==> src/rtl/core/kos_pkg.sv <==
package kos_pkg;

  // field widths
  localparam int ACT_W  = 2;
  localparam int SLOT_W = 10;
  localparam int WGT_W  = 8;
  localparam int SUM_W  = 18;
  localparam int POS_W  = 10;
  localparam int SIU_W  = 11;

  // default slot count and register reset value
  localparam int SLOTS_DEF = 1024;
  localparam int SIU_RESET = 1024;
  localparam int SIU_ALL   = 2 ** SIU_W - 1;

  typedef logic [ACT_W-1:0]  action_t;
  typedef logic [SLOT_W-1:0] slot_t;
  typedef logic [WGT_W-1:0]  weight_t;
  typedef logic [SUM_W-1:0]  sum_t;
  typedef logic [POS_W-1:0]  pos_t;
  typedef logic [SIU_W-1:0]  siu_t;

  // action codes
  localparam action_t ACT_REBUILD = 2'd0;
  localparam action_t ACT_SET     = 2'd1;
  localparam action_t ACT_FIND    = 2'd2;

  typedef struct packed {
    action_t action;
    slot_t   slot;
    weight_t weight;
    sum_t    rank;
  } in_item_t;

  typedef struct packed {
    logic found;
    pos_t position;
    sum_t total_weight;
  } out_item_t;

  // controller to datapath
  typedef struct packed {
    logic cfg_load;
    logic sweep_init;
    logic sweep_step;
    logic item_load;
    logic set_leaf;
    logic set_up;
    logic find_start;
    logic find_step;
    logic out_load;
  } cmd_t;

  // datapath to controller
  typedef struct packed {
    action_t action;
    logic    sweep_last;
    logic    set_ok;
    logic    set_last;
    logic    find_ok;
    logic    find_last;
    logic    out_free;
  } sts_t;

endpackage

==> src/rtl/core/kos_ctrl.sv <==
module kos_ctrl (
  input  logic          clk,
  input  logic          rst_n,
  input  logic          in_valid,
  output logic          in_ready,
  input  logic          cfg_valid,
  output logic          cfg_ready,
  output kos_pkg::cmd_t cmd,
  input  kos_pkg::sts_t sts
);

  localparam logic [2:0] ST_SWEEP      = 3'd0;
  localparam logic [2:0] ST_IDLE       = 3'd1;
  localparam logic [2:0] ST_DISPATCH   = 3'd2;
  localparam logic [2:0] ST_SET_LEAF   = 3'd3;
  localparam logic [2:0] ST_SET_UP     = 3'd4;
  localparam logic [2:0] ST_FIND_START = 3'd5;
  localparam logic [2:0] ST_FIND_STEP  = 3'd6;
  localparam logic [2:0] ST_DONE       = 3'd7;

  logic [2:0] state_r;
  logic [2:0] state_nxt;
  logic       item_r;
  logic       item_nxt;

  assign cfg_ready = state_r == ST_IDLE;
  assign in_ready  = (state_r == ST_IDLE) && !cfg_valid;

  // next state and commands
  always_comb begin
    state_nxt = state_r;
    item_nxt  = item_r;
    cmd       = '0;
    case (state_r)
      ST_SWEEP: begin
        cmd.sweep_step = 1'b1;
        if (sts.sweep_last) begin
          item_nxt  = 1'b0;
          state_nxt = item_r ? ST_DONE : ST_IDLE;
        end
      end
      ST_IDLE: begin
        if (cfg_valid) begin
          cmd.cfg_load   = 1'b1;
          cmd.sweep_init = 1'b1;
          item_nxt       = 1'b0;
          state_nxt      = ST_SWEEP;
        end else if (in_valid) begin
          cmd.item_load = 1'b1;
          state_nxt     = ST_DISPATCH;
        end
      end
      ST_DISPATCH: begin
        case (sts.action)
          kos_pkg::ACT_REBUILD: begin
            cmd.sweep_init = 1'b1;
            item_nxt       = 1'b1;
            state_nxt      = ST_SWEEP;
          end
          kos_pkg::ACT_SET: begin
            state_nxt = sts.set_ok ? ST_SET_LEAF : ST_DONE;
          end
          kos_pkg::ACT_FIND: begin
            state_nxt = sts.find_ok ? ST_FIND_START : ST_DONE;
          end
          default: begin
            state_nxt = ST_DONE;
          end
        endcase
      end
      ST_SET_LEAF: begin
        cmd.set_leaf = 1'b1;
        state_nxt    = ST_SET_UP;
      end
      ST_SET_UP: begin
        cmd.set_up = 1'b1;
        if (sts.set_last) begin
          state_nxt = ST_DONE;
        end
      end
      ST_FIND_START: begin
        cmd.find_start = 1'b1;
        state_nxt      = ST_FIND_STEP;
      end
      ST_FIND_STEP: begin
        cmd.find_step = 1'b1;
        if (sts.find_last) begin
          state_nxt = ST_DONE;
        end
      end
      ST_DONE: begin
        if (sts.out_free) begin
          cmd.out_load = 1'b1;
          state_nxt    = ST_IDLE;
        end
      end
      default: begin
        state_nxt = ST_IDLE;
      end
    endcase
  end

  always_ff @(posedge clk) begin
    if (!rst_n) begin
      state_r <= ST_SWEEP;
      item_r  <= 1'b0;
    end else begin
      state_r <= state_nxt;
      item_r  <= item_nxt;
    end
  end

endmodule

==> config.mk <==
export PLATFORM = sky130hd
export DESIGN_NAME = kos_ctrl
export DESIGN_NICKNAME = d
export VERILOG_FILES = /design/src/rtl/core/kos_pkg.sv /design/src/rtl/core/kos_ctrl.sv
export SDC_FILE = /design/constraint.sdc
export NUM_CORES = 1
export LEC_CHECK = 0
export BUFFER_PORTS_ARGS = -buffer_cell sky130_fd_sc_hd__buf_2
export CORE_MARGIN = 2
export CORE_UTILIZATION = 25
export CTS_CLUSTER_SIZE = 24
export DETAILED_ROUTE_END_ITERATION = 8
export PLACE_DENSITY = 0.5
export SETUP_SLACK_MARGIN = 0.4
export SLEW_MARGIN = 20
export SYNTH_ARGS = -nofsm -noshare
export SYNTH_HDL_FRONTEND = slang
export SYNTH_SLANG_ARGS = --single-unit
==> constraint.sdc <==
create_clock -name clk -period 1.45 [get_ports clk]
set_clock_uncertainty 0.05 [all_clocks]
set_input_delay 0.3625 -clock clk [delete_from_list [all_inputs] [get_ports clk]]
set_output_delay 0.3625 -clock clk [all_outputs]
set_load 0.01 [all_outputs]
# Yosys cells after proc, flatten, opt, wreduce, memory -nomap -nowiden
# Cells that the tools add are included.
# op_classes
n_reduce_logical	7
n_mux	29
eq_ne	16
# op_table
cell	n
2-to-1 mux 3 bit	8
case mux 3 bit (8 select lines)	1
2-to-1 mux 1 bit	15
== test 3 bit (second input constant)	4
!= test 2 bit (second input constant)	5
case mux 3 bit (3 select lines)	1
== test 3 x 2 -> 1 bit (second input constant)	2
AND reduction 5 bit	1
2-to-1 mux 2 bit	2
AND reduction 4 bit	1
== test 3 x 1 -> 1 bit (second input constant)	1
zero test 3 bit	1
!= test 3 bit (second input constant)	1
case mux 1 bit (3 select lines)	1
nonzero test 3 bit	1
== test 2 x 1 -> 1 bit (second input constant)	1
== test 2 bit (second input constant)	1
zero test 2 bit	1
!= test 2 x 1 -> 1 bit (second input constant)	1
case mux 1 bit (2 select lines)	1
logical AND 1 bit	1
zero test 1 bit	1
# totals
in_bits	12
wordCells	54
out_inout_bits	11
register_bits	4

# Logic depth before layout (Yosys ltp)
# Gate-level depths: netlist of run 1.
# logic_depth
word_depth	3
depth_mapped	5
depth_no_buf	4

# Least setup slack after synthesis of run 1
# Ideal clock, no wire load.
# synth_timing
kind	reg2out
from	reg state_r[0]
to	out cmd[5] (netlist name)
t_arrival_ns	1.208
path_slack_ns	-0.171
stages_incl_launch_ff	4
required_time_ns	1.038
n_path_buf	0
cell_sequence	dfxtp_1 nor3b_4 nor2b_1 and2_1
# synth_lines
element	line	source
from (decl)	kos_ctrl.sv:21	logic [2:0] state_r;
from (signal assigned)	kos_ctrl.sv:108	state_r <= state_nxt;
to (decl)	kos_ctrl.sv:8	output kos_pkg::cmd_t cmd,

==> flow_summary.yaml, run 1 <==
route:
  dr_wl_cell_um: 12.3
  drtPass1Iterations: 3
  drt.antenna.violating_nets: 0
  detailedRoute.firstIterationViolations: 2
  drcViolationCount: 0
  vias_per_cell: 4.82
  route.final.wire_length_mm: 1.48
  dr_total_vias: 578
clock_tree:
  clock_tree.buffer_depth: 2
  cts_tree: "done"
  cts-root-buf: "clkbuf_4"
  cts.reportedPaths.clkPinSlew_ns: 0.03
  worstSkewPairLatency_ns: 0.24
  cts_made_buffers: 3
  htree_num_levels: 1
  clock-sinks: 4
setup_path:
  crit_arrival_ns: 1.19
  cp_data_required_time_ns: 1.04
  critical_path_peak_fanout: 5
  path_class: "flip-flop to output pin"
  setup.worst_path.start_class: "flip-flop"
  crit_path_capture_type: "output pin"
placement:
  placed_cells_incl_taps: 97
  place_hpwl_um: 834
  place_congestion: 0.764
  io_buffers: 22
power:
  irDropWorstVdd_mv: 0.808
  finalPower_w: 0.00108
  power.density_cell_area_nw_per_um2: 1160
  total_leakage_power_nw: 0.461
global_routing:
  wire_length_of_the_first_global_routing_pass_mm: 2.04
  grt_overflow: 0
  via_count_of_the_first_global_routing_pass: 502
  grt_max_degree: 13
  gr-usage-all-layers_pct: 14.6
  antenna_found_initial: 0
timing:
  setup_repair_after_global_routing_missed_its_margin: "true"
  layout_worst_path_cycle_share_pct: 111
  fmaxAchievable_ghz: 0.624
  setup_ws_ns: -0.153
  timing.max_slew.rel_slack_pct: 80.4
  hold_slack_ns: 0.321
  report.final.setup_viol: 12
  timing.final.max_slew_violations: 0
  timing.final.hold_violations: 0
  slew_at_the_pin_closest_to_its_max_slew_limit_ns: 0.293
  shortest_clock_period_the_worst_path_allows_after_layout_ns: 1.60
synthesis:
  synth_cell_types: 24
  syn-num-nets: 67
  synthAdderAreaFrac_pct: 0
  post_synth.cell_area_avg_um2: 7.10
  yosys-mux-area-fraction_pct: 2.56
  synth-simple-area-share_pct: 46.8
  postSynthCellCount: 55
  synthDominantAreaCellType: "dfxtp_1"
  yosys_register_bits: 4
  syn_area_um2: 390
  yosys.area.top_type_share_pct: 20.5
  synth.yosys.seq_area_share_pct: 20.5
  compound_cell_area_share_of_the_yosys_netlist_pct: 23.7
  synth_top_family_by_area: "simple AND/OR/NAND/NOR gates"
  synthesis.yosys.warnings: 0
  synth_area_leaders: "dfxtp_1 21%, a31oi_1 6.4%, nand2b_1 6.4%, nor2_1 5.8%, a21oi_1 5.1%"
  post_synth_xor_area_fraction_pct: 0
worst_hold_path:
  path_class_of_the_lowest_slack_min_delay_path: "input port to flip-flop"
die:
  die-width_um: 43.5
  floorplan.initialDensity_pct: 26.2
  die_area_um2: 1890
  core.rowCount: 14
  floorplan.io_pins: 23
  dieHeight_um: 43.5
  placeableCoreArea_um2: 1490
cells_and_area:
  insertedDiodeCount: 0
  nNetsFinal: 118
  syn_to_final_growth_pct: 138
  fin_util_pct: 62.4
  instances_no_fill: 120
  layout-drive-gt1-share_pct: 66.3
outcome:
  violations: "setup timing"
  status: "finished with violations"
run:
  cap_violations: 0
==> synthesized netlist by cell type <==
cell type / number
mux2i_1: 1
nand3b_1: 1
and2_1: 3
inv_1: 3
o32ai_1: 1
a31oi_1: 4
and3b_1: 2
and2b_1: 1
nor2_1: 6
o21ai_0: 2
dfxtp_1: 4
nor3b_4: 1
nand2_1: 5
nor4_1: 1
o2111ai_1: 1
nand2b_1: 4
nor2b_1: 2
buf_2: 2
clkbuf_1: 1
nor3b_2: 1
o21bai_1: 1
nor3_1: 3
a21oi_1: 4
a22oi_2: 1
==> sequential cells by signal, indices dropped and copies added (netlist names) <==
signal and cells:
state_r 3, item_r 1
==> placed cells by master, fill, tap and decap left out, drive strengths merged <==
cell / instances
o21bai: 1
nor3: 3
nand2: 5
buf: 48
and3b: 2
o32ai: 1
clkbuf: 4
dfxtp: 4
inv: 3
o21ai: 2
and2: 3
nor3b: 2
nor4: 1
nand2b: 4
o2111ai: 1
nor2: 6
a21oi: 4
a31oi: 4
mux2i: 1
nand3b: 1
a22oi: 1
and2b: 1
nor2b: 2
==> what timing repair did <==
| action | in CTS | in global routing |
|---|---|---|
| pin swaps | 9 | 3 |
| hold buffers | 0 | 0 |
| cloned | 0 | 1 |
| endpoints found under the setup margin | 15 | 15 |
| buffers inserted | 12 | 7 |
| resized for setup | 18 | 14 |
==> report_power, final <==
group | internal [W] | total [W] | switching [W]
Clock | 0.0000926 | 0.000139 | 0.0000463
Combinational | 0.000470 | 0.000768 | 0.000298
Sequential | 0.000139 | 0.000172 | 0.0000338
==> kinds of logic after synthesis <==
family,Yosys count
simple gates,30
mux,1
compound gates,14
flops,4
buf+inv,6
==> critical path, stage by stage, from the launching register on <==
cell and delay, ns:
dfxtp_4 0.36, nor3b_4 0.21, nor2b_4 0.17, and2_4 0.13, buf_6 0.09
==> area by class of cell <==
cell class	count	area [um^2]
tap	16	20.0
clock buffer	3	22.5
sequential	4	91.3
fill	130	559
inverter	3	11.3
multi-input combinational	45	364
timing repair buffer	49	420
==> path summary, 6_finish.rpt <==
check                          startpoint                      end  slack, ns  depth (start not counted)
hold / removal                      rst_n  state_r[1]$_SDFFE_PN0P_       0.32                          3
setup reg to reg  state_r[0]$_SDFFE_PN0P_  state_r[2]$_SDFFE_PN0P_      -0.09                          7
setup / recovery  state_r[1]$_SDFFE_PN0P_                   cmd[5]      -0.15                          4
hold reg to reg       item_r$_SDFFE_PN0P_      item_r$_SDFFE_PN0P_       0.48                          2
==> routing by layer <==
metal	track usage [%]	part of all wire, %
met1	15.7	39
met2	26.0	53
met5	0	0
met4	1.82	1.6
met3	7.92	6.1
==> stage by stage <==
step / setup slack (ns) / setup TNS (ns) / area (um^2)
2_1_floorplan: -0.0241 / -0.0269 / 422
3_3_place_gp: 0.0321 / 0 / 588
3_5_place_dp: 0.0193 / 0 / 588
4_1_cts: -0.150 / -0.975 / 764
5_1_grt: -0.228 / -1.78 / 930
6_report: -0.153 / -1.14 / 930
(Power assumes the default switching activity.)
==> inputs of run 2 (changes only) <==
- SKIP_CTS_REPAIR_TIMING: default -> 1
==> run 2 against run 1 <==
Net effect: the flow still finishes with violations (setup timing); utilization decreased by 6.1 points; largest power group unchanged; sequential power decreased by 4%; clock-buffer cell count unchanged; final cell count decreased by 5.8%; wire length decreased by 19%; hold slack got worse by 0.0072 ns; critical path depth unchanged; global-route usage decreased by 2.6 points; sequential share of layout area increased by 0.77 points; setup slack got worse by 0.0019 ns; final area decreased by 9.8%.
==> flow_summary.yaml, run 2 (synthesis gave the netlist of run 1 again) <==
route:
  detailedRoute.firstIterationViolations: 7
  drt.antenna.violating_nets: 0
  dr_wl_cell_um: 10.6
  vias_per_cell: 4.71
  route.final.wire_length_mm: 1.20
  dr_total_vias: 532
  drcViolationCount: 0
  drtPass1Iterations: 4
power:
  power.density_cell_area_nw_per_um2: 1120
  pwr-share-comb_pct: 67.6
  irDropWorstVdd_mv: 0.740
  sw_frac_of_total_pct: 36.3
  total_leakage_power_nw: 0.401
  power.internal_w: 0.000595
  total_switching_power_w: 0.000340
  seq_pwr_share_pct: 17.6
  pwr-share-clk_pct: 14.8
timing:
  fmaxAchievable_ghz: 0.623
  slew_at_the_pin_closest_to_its_max_slew_limit_ns: 0.240
  timing.final.hold_violations: 0
  timing.final.max_slew_violations: 0
  hold_slack_ns: 0.314
  report.final.setup_viol: 10
  shortest_clock_period_the_worst_path_allows_after_layout_ns: 1.60
  setup_repair_after_global_routing_missed_its_margin: "true"
  setup_ws_ns: -0.155
  layout_worst_path_cycle_share_pct: 111
  timing.max_slew.rel_slack_pct: 83.9
outcome:
  violations: "setup timing"
  status: "finished with violations"
cells_and_area:
  final_common_cell: "buf_2"
  top_register: "state_r"
  largest_registers: "state_r: 3 flops, item_r: 1 flops"
  final_design_area_no_fill_um2: 838
  nNetsFinal: 111
  final-seq-area_um2: 88.8
  instances_no_fill: 113
  insertedDiodeCount: 0
  fin_util_pct: 56.3
  layout-drive-gt1-share_pct: 64.9
  multi_input_comb_area_um2: 355
  largest_register_ffs: 3
  nFillCells: 135
  final_cell_mix: "20 x buf_2, 10 x buf_4, 8 x buf_6"
  syn_to_final_growth_pct: 115
setup_path:
  critical_path_peak_fanout: 7
  crit_slowest_cell: "dfxtp_4"
  kind_of_cell_with_the_highest_combined_delay_on_the_critical_path: "simple AND/OR/NAND/NOR gates"
  cp_data_required_time_ns: 1.04
  timing.critical_path.slowest_cell_delay_ns: 0.36
  crit_arrival_ns: 1.19
  path_class: "flip-flop to output pin"
  setup.worst_path.start_class: "flip-flop"
  crit_path_capture_type: "output pin"
  timing.critical_path.buf_inv: 1
  timing.critical_path.cells: "nor3b_4 > nor2b_4 > and2_4 > buf_6"
clock_tree:
  cts-root-buf: "clkbuf_4"
  cts_tree: "done"
  htree_num_levels: 1
  clock-sinks: 4
  worstSkewPairLatency_ns: 0.24
  clock_tree.buffer_depth: 2
  cts.reportedPaths.clkPinSlew_ns: 0.03
  cts_made_buffers: 3
die:
  floorplan.initialDensity_pct: 26.2
  die-width_um: 43.5
  floorplan.io_pins: 23
  die_area_um2: 1890
  dieHeight_um: 43.5
  placeableCoreArea_um2: 1490
  core.rowCount: 14
global_routing:
  grt_max_degree: 15
  via_count_of_the_first_global_routing_pass: 391
  wire_length_of_the_first_global_routing_pass_mm: 1.68
  gr-usage-all-layers_pct: 12.1
  grt_overflow: 0
  antenna_found_initial: 0
placement:
  place_congestion: 0.764
  io_buffers: 22
  placed_cells_incl_taps: 97
  placed_area_um2: 588
  post-place-ws_ns: 0.0193
  place_hpwl_um: 834
run:
  cap_violations: 0
worst_hold_path:
  path_class_of_the_lowest_slack_min_delay_path: "input port to flip-flop"
==> run 2: cell types whose count changed in the layout (fill, tap and decap cells not counted), moves of 2 or more <==
cell / previous run / this run
buf_6: 12 / 8
buf_2: 17 / 20
nor2_4: 3 / 1
buf_4: 16 / 10
nor2_2: 0 / 2
==> run 2: per-layer routing <==
metal	vias up	GRT usage (%)	routed length [um]
met5	-	0	0
met4	0	1.82	0
met3	0	7.50	96
met2	21	17.6	578
met1	230	15.4	522
li1	281	-	-
==> run 2: layout make-up <==
type | instances | share of cell area (%)
sequential | 4 | 10.6
tap | 16 | 2.39
multi-input combinational | 45 | 42.4
timing repair buffer | 42 | 40.6
clock buffer | 3 | 2.69
inverter | 3 | 1.34
==> run 2: final timing paths <==
| path | startpoint | to | slack (ns) | depth (start not counted) |
|---|---|---|---|---|
| setup / recovery | state_r[1]$_SDFFE_PN0P_ | cmd[5] | -0.15 | 4 |
| hold / removal | rst_n | state_r[1]$_SDFFE_PN0P_ | 0.31 | 3 |
| setup reg to reg | state_r[2]$_SDFFE_PN0P_ | state_r[2]$_SDFFE_PN0P_ | 0.06 | 6 |
| hold reg to reg | item_r$_SDFFE_PN0P_ | item_r$_SDFFE_PN0P_ | 0.44 | 2 |
==> run 2: worst reg2reg max path, cell delays in order (launching register included) <==
cell and delay, ns:
dfxtp_4 0.35, buf_6 0.13, buf_4 0.13, mux2i_1 0.12, a22oi_2 0.18, a31oi_1 0.11
nor4_1 0.22
==> run 2: per-stage QoR <==
| stage | TNS [ns] | total power (W) |
|---|---|---|
| after floorplan | -0.0269 | 0.000428 |
| after global placement | 0 | 0.000571 |
| after detailed placement | 0 | 0.000568 |
| after CTS | -1.40 | 0.000713 |
| after global routing | -1.57 | 0.00100 |
| final | -0.902 | 0.000935 |
==> run 2: power groups by stage <==
| stage | combinational, W | sequential [W] | clock (W) |
|---|---|---|---|
| after detailed placement | 0.000403 | 0.000165 | 0 |
| final | 0.000632 | 0.000165 | 0.000139 |
| after global routing | 0.000684 | 0.000168 | 0.000153 |
| after global placement | 0.000406 | 0.000165 | 0 |
| after CTS | 0.000405 | 0.000163 | 0.000144 |
| after floorplan | 0.000267 | 0.000162 | 0 |
